==> config.mk <==
export PLATFORM = sky130hd
export DESIGN_NAME = fcpu_ctrl
export DESIGN_NICKNAME = d
export VERILOG_FILES = /design/src/fcpu_pkg.sv /design/src/fcpu_ctrl.sv
export SDC_FILE = /design/constraint.sdc
export NUM_CORES = 1
export LEC_CHECK = 0
export BUFFER_PORTS_ARGS = -buffer_cell sky130_fd_sc_hd__buf_2
export CAP_MARGIN = 20
export CORE_AREA = 2 2 39 41
export CTS_BUF_LIST = sky130_fd_sc_hd__clkbuf_8
export CTS_CLUSTER_DIAMETER = 40
export CTS_CLUSTER_SIZE = 25
export DETAILED_ROUTE_END_ITERATION = 10
export DIE_AREA = 0 0 41 43
export PLACE_DENSITY_LB_ADDON = 0.3
export SLEW_MARGIN = 25
export SYNTH_ARGS = -nofsm -noshare
export SYNTH_HDL_FRONTEND = slang
export SYNTH_SLANG_ARGS = --single-unit
==> constraint.sdc <==
create_clock -name clk_i -period 1.7 [get_ports clk_i]
set_input_delay 0.17 -clock clk_i [delete_from_list [all_inputs] [get_ports clk_i]]
set_output_delay 0.17 -clock clk_i [all_outputs]
set_load 0.005 [all_outputs]
==> src/fcpu_pkg.sv <==
// Package: shared types, constants and tables of the fly camera pose update block.
`default_nettype none
package fcpu_pkg;

  localparam int unsigned CordicStepsDef = 14;
  localparam int unsigned AtanCount      = 24;
  localparam int unsigned CfgIdxW        = 2;
  localparam int unsigned CfgDataW       = 16;

  localparam logic [CfgIdxW-1:0] CFG_MOVE_SPEED  = 2'd0;
  localparam logic [CfgIdxW-1:0] CFG_LOOK_SENS   = 2'd1;
  localparam logic [CfgIdxW-1:0] CFG_CLAMP_PITCH = 2'd2;

  localparam logic [15:0] MoveSpeedRst = 16'd640;
  localparam logic [15:0] LookSensRst  = 16'd6554;

  localparam logic signed [16:0] PitchLimit = 17'sd16202;
  localparam logic signed [34:0] CordicGain = 35'sd652032874;
  localparam logic signed [15:0] OneQ14     = 16'sd16384;

  // move directions
  localparam logic [2:0] DIR_FWD   = 3'd0;
  localparam logic [2:0] DIR_BACK  = 3'd1;
  localparam logic [2:0] DIR_LEFT  = 3'd2;
  localparam logic [2:0] DIR_RIGHT = 3'd3;
  localparam logic [2:0] DIR_UP    = 3'd4;
  localparam logic [2:0] DIR_DOWN  = 3'd5;

  typedef enum logic [3:0] {
    ST_IDLE,
    ST_MOVE_MUL,
    ST_MOVE_ADD,
    ST_LOOK_MUL,
    ST_LOOK_DIV,
    ST_LOOK_ANG,
    ST_CORDIC_INIT,
    ST_CORDIC_RUN,
    ST_CORDIC_DONE,
    ST_FRONT,
    ST_OUT
  } state_e;

  typedef struct packed {
    logic load_item;
    logic move_mul;
    logic move_add;
    logic look_mul;
    logic look_div;
    logic look_ang;
    logic cordic_init;
    logic cordic_step;
    logic cordic_done;
    logic front;
  } cmd_t;

  typedef struct packed {
    logic is_look;
    logic cordic_last;
    logic second_angle;
  } status_t;

  function automatic logic signed [34:0] atan_val(input logic [4:0] i);
    logic signed [34:0] r;
    begin
      case (i)
        5'd0: r = 35'sd2097152;   5'd1: r = 35'sd1238021;
        5'd2: r = 35'sd654136;    5'd3: r = 35'sd332050;
        5'd4: r = 35'sd166669;    5'd5: r = 35'sd83416;
        5'd6: r = 35'sd41718;     5'd7: r = 35'sd20860;
        5'd8: r = 35'sd10430;     5'd9: r = 35'sd5215;
        5'd10: r = 35'sd2608;     5'd11: r = 35'sd1304;
        5'd12: r = 35'sd652;      5'd13: r = 35'sd326;
        5'd14: r = 35'sd163;      5'd15: r = 35'sd81;
        5'd16: r = 35'sd41;       5'd17: r = 35'sd20;
        5'd18: r = 35'sd10;       5'd19: r = 35'sd5;
        5'd20: r = 35'sd3;        5'd21: r = 35'sd1;
        5'd22: r = 35'sd1;        default: r = 35'sd0;
      endcase
      return r;
    end
  endfunction

endpackage
`default_nettype wire

==> src/fcpu_ctrl.sv <==
// Controller: sequences move, look and CORDIC steps.
`default_nettype none
module fcpu_ctrl
  import fcpu_pkg::*;
(
  input  wire logic    clk_i,
  input  wire logic    rst_ni,
  input  wire logic    in_valid_i,
  output logic         in_stall_o,
  output logic         out_valid_o,
  input  wire logic    out_stall_i,
  input  wire status_t status_i,
  output cmd_t         cmd_o
);

  state_e state_q, state_d;

  always_ff @(posedge clk_i or negedge rst_ni) begin
    if (!rst_ni) begin
      state_q <= ST_IDLE;
    end else begin
      state_q <= state_d;
    end
  end

  always_comb begin
    state_d = state_q;
    unique case (state_q)
      ST_IDLE: begin
        if (in_valid_i) state_d = status_i.is_look ? ST_LOOK_MUL : ST_MOVE_MUL;
      end
      ST_MOVE_MUL:    state_d = ST_MOVE_ADD;
      ST_MOVE_ADD:    state_d = ST_OUT;
      ST_LOOK_MUL:    state_d = ST_LOOK_DIV;
      ST_LOOK_DIV:    state_d = ST_LOOK_ANG;
      ST_LOOK_ANG:    state_d = ST_CORDIC_INIT;
      ST_CORDIC_INIT: state_d = ST_CORDIC_RUN;
      ST_CORDIC_RUN: begin
        if (status_i.cordic_last) state_d = ST_CORDIC_DONE;
      end
      ST_CORDIC_DONE: state_d = status_i.second_angle ? ST_FRONT : ST_CORDIC_INIT;
      ST_FRONT:       state_d = ST_OUT;
      ST_OUT: begin
        if (!out_stall_i) state_d = ST_IDLE;
      end
      default:        state_d = ST_IDLE;
    endcase
  end

  always_comb begin
    cmd_o       = '0;
    in_stall_o  = 1'b1;
    out_valid_o = 1'b0;
    unique case (state_q)
      ST_IDLE: begin
        in_stall_o      = 1'b0;
        cmd_o.load_item = in_valid_i;
      end
      ST_MOVE_MUL:    cmd_o.move_mul    = 1'b1;
      ST_MOVE_ADD:    cmd_o.move_add    = 1'b1;
      ST_LOOK_MUL:    cmd_o.look_mul    = 1'b1;
      ST_LOOK_DIV:    cmd_o.look_div    = 1'b1;
      ST_LOOK_ANG:    cmd_o.look_ang    = 1'b1;
      ST_CORDIC_INIT: cmd_o.cordic_init = 1'b1;
      ST_CORDIC_RUN:  cmd_o.cordic_step = 1'b1;
      ST_CORDIC_DONE: cmd_o.cordic_done = 1'b1;
      ST_FRONT:       cmd_o.front       = 1'b1;
      ST_OUT:         out_valid_o       = 1'b1;
      default: ;
    endcase
  end

endmodule
`default_nettype wire

# Word level (Yosys, flattened, before mapping)
# Index checks and enable logic that the tools add are counted.
# totals
register_bits	4
latch_bits	0
ram_bits	0
rom_bits	0
n_memories	0
# classes
add_sub_neg	0
n_mul	0
div_mod_pow	0
magnitude_cmp	0
eq_ne	13
shifts	0
mux	18
n_bitwise	0
n_reduce_logical	3
# ops
operator	n
one-hot mux 4 bit (10 select lines)	1
equality test 4 x 3 -> 1 bit, second input constant	4
two-way mux 4 bit	4
equality test 4 bit, second input constant	3
two-way mux 1 bit	12
equality test 4 x 2 -> 1 bit, second input constant	2
inequality test 2 bit, second input constant	3
equality test 4 x 1 -> 1 bit, second input constant	1
zero test 4 bit	1
AND reduction 3 bit	1
two-way mux 2 bit	1
OR reduction 2 bit	1

# Longest topological paths before layout
# logic_depth
word_depth	3
ltp_mapped	5

# Worst setup path before layout
# Ideal clock, no wire load.
# synth_path
kind	register -> register
start	reg state_q[0]
end	reg state_q[0]
arrival_time_ns	1.238
required_time_ns	1.572
slack_ns	0.334
path_stages_with_launch	5
n_path_buf	0
period_less_slack_ns	1.366
cell_sequence	dfrtp_1 or4_4 o21ai_2 or2b_1 o32ai_1
# synth_via
elab_chain_cells	3
elab_cells_between_ends	17
classes_between	eq/ne (13); mux (1); reduce/logical (3)
# synth_rtl
element	line	rtl
start, declared	fcpu_ctrl.sv:16	state_e state_q, state_d;
start signal, assigned	fcpu_ctrl.sv:22	state_q <= state_d;
equality test 4 bit (tied with other cells)	fcpu_ctrl.sv:28	unique case (state_q)
OR reduction 2 bit (no source line) / inequality test 2 bit (equally long branches)	--	
one-hot mux 4 bit (10 select lines) / AND reduction 3 bit (equally long branches)	--	
# Several ways; a longest one is shown, not always the timed one.
# A chain may end at the register's enable or synchronous reset.

==> impl_metrics.toml <==
[pwr]
p_per_area_nw_per_um2 = 1820
peakVddDrop_mv = 0.473
p_leak_nw = 0.267

[finish]
nets = 82
n_antenna_cell = 0
top_register = "state_q"
syn2layout_area_growth_pct = 43.0
layout-drive-gt1-share_pct = 37.0
reg_top3 = "state_q: 4 flops"
largest_register_ffs = 4

[cts]
clock_sinks = 4
clockBufferDepth = 2
cts.repair.resized = 0
cts_tree = "built"
cts_made_buffers = 3
root_buffer = "clkbuf_8"
ctsHtreeMaxLevel = 1
clk_pin_slew_ps = 30
clk_latency_ps = 220

[sta]
maxSlewViolCount = 0
hold_viol_final = 0
hold_slack_ps = 197
finalSetupTns_ps = 0
fmax_ghz = 0.632
rsz0062_at_grt = "no"
fin_crit_sh_pct = 93.1
finalSetupViolations = 0
slew_headroom_pct = 72.9
layout_min_cycle_time_ps = 1580
clock_skew_ps = 0.886
worstMarginPinSlew_ps = 406

[floorplan]
core-area_um2 = 1380
die_area_um2 = 1760
initial_core_util_pct = 27.6
ios = 19
die_w_um = 41
rows = 14
dieHeight_um = 43

[synthesis]
synth_most_common_cell = "nor2_1"
ys.warnings.count = 0
avgSynthCellArea_um2 = 7.34
yosys.area.top_type = "dfrtp_1"
ys_ff_latch = 4
syn_area_um2 = 382
synthTopCellsByArea = "dfrtp_1 26%, nand2b_1 8.2%, nor3_1 6.6%"
synth_ff_type = "dfrtp_1"
synth_nets = 59
synth_top_area_share_pct = 26.2
yosysUniqueCellTypes = 22
ys_seq_area_share_pct = 26.2
netlist_top_cells_count = "6 x nor2_1, 5 x nand2_1, 5 x nand2b_1, 5 x nor3_1"
synth_edf_count = 0
synth_cells = 52
synthArstFlopShare_pct = 100

[global_routing]
grt_start_max_net_pins = 16
grt_pass1_vias = 416
antenna_found_initial = 0
grt_pass1_wl_um = 1770
grt_usage_pct = 15.3
grt.overflow.total = 0

[routing]
wirelength_um = 1070
wl_per_cell_um = 12.0
firstDrtPassIters = 4
vias_per_cell = 5.19
ant_nets = 0
via_count = 462
drcViolationCount = 0
drt-initial-drc-count = 10

[setup_path]
crit_required_ps = 1530
setup.worst_path.end_class = "output port"
critPathLaunch = "state_q[3]"
path_cells = "or4_4, nor2_1, buf_2"
rr_worst_depth = 4
rr_startpoint = "state_q[3]"
cp_slowest_cell = "dfrtp_1"
crit_arrival_ps = 1410
start_kind = "flip-flop"
worstReg2RegEnd = "state_q[0]"
worstSetupPathType = "reg -> out"
regToRegSetupSlack_ps = 200
critPathMaxFanout = 15
slowest_delay_ps = 510

[place]
hpwl_um = 762
io_buffers = 18
gp_congestion = 0.745

[job]
maxCapViolCount = 0

[run_status]
status = "completed"

[hold_path]
min_path_cells = 2
hold_path.startpoint = "status_i[1]"
hold_end = "state_q[0]"
holdCritPathClass = "in -> reg"
[worst max path at each step]
stage          slack (ps)  cells past startpoint          to
3_3_place_gp          250                      4  state_q[0]
4_1_cts               120                      3    cmd_o[9]
3_5_place_dp          240                      4  state_q[0]
5_1_grt                 6                      3    cmd_o[9]
6_report              120                      3    cmd_o[9]
2_1_floorplan         330                      4  state_q[0]
[what timing repair did]
action / 4_1_cts / 5_1_grt
hold endpoints to repair: 4 / 0
hold buffers: 1 / 0
buffers inserted: 0 / 0
[report_power, final]
group	total (mW)	switching (mW)	internal, mW
clock	0.197	0.0468	0.151
combinational	0.612	0.327	0.284
sequential	0.184	0.0439	0.140
[cell type report]
type / count / area (µm²)
flip-flops and latches: 4 / 100
clock buffers: 3 / 41.3
well taps: 16 / 20.0
multi-input cells: 42 / 254
inverters: 2 / 7.51
fillers: 151 / 838
repair buffers: 22 / 123
[worst max-delay path, delay by kind of cell, from the launching register on]
| kind | cells | cell delay (ps) |
|---|---|---|
| flip-flops | 1 | 510 |
| buffers and inverters | 1 | 110 |
| AND/OR/NAND/NOR | 2 | 580 |
[cells in the final DEF (no fill, tap or decap), types with 2 or more instances in the layout]
cell	n
a21oi_1	3
buf_2	18
buf_4	3
clkbuf_8	3
dfrtp_1	4
nand2_1	5
nand2b_1	5
nor2_1	6
nor3_1	5
nor4bb_1	2
o21ai_0	2
o21ai_1	4
[per-stage QoR]
stage	area (µm²)	util, %	setup slack, ps	power (mW)	instances
floorplan	382	-	334	0.605	52
global placement	494	35.7	249	0.787	85
detailed placement	494	35.7	241	0.788	85
CTS	546	39.4	122	0.994	89
global route	546	39.4	5.62	1.10	89
finish	546	39.4	117	0.993	89
[per-layer routing]
layer / vias up / part of all wire, % / track usage, %
met5: - / 0 / 0
met4: 0 / 4.3 / 16.0
met3: 4 / 6.6 / 1.57
met2: 20 / 43 / 21.6
met1: 206 / 45 / 18.1
li1: 232 / - / -
[cells by family (layout without fill, tap and decap cells)]
group           count (synthesis)  count (layout)  synth area share (%)
compound gates                 15              15                  25.9
buf+inv                         6              27                  7.21
flops                           4               4                  26.2
mux                             1               1                  2.62
simple gates                   26              26                  38.0
Power figures use the tool's default switching activity.
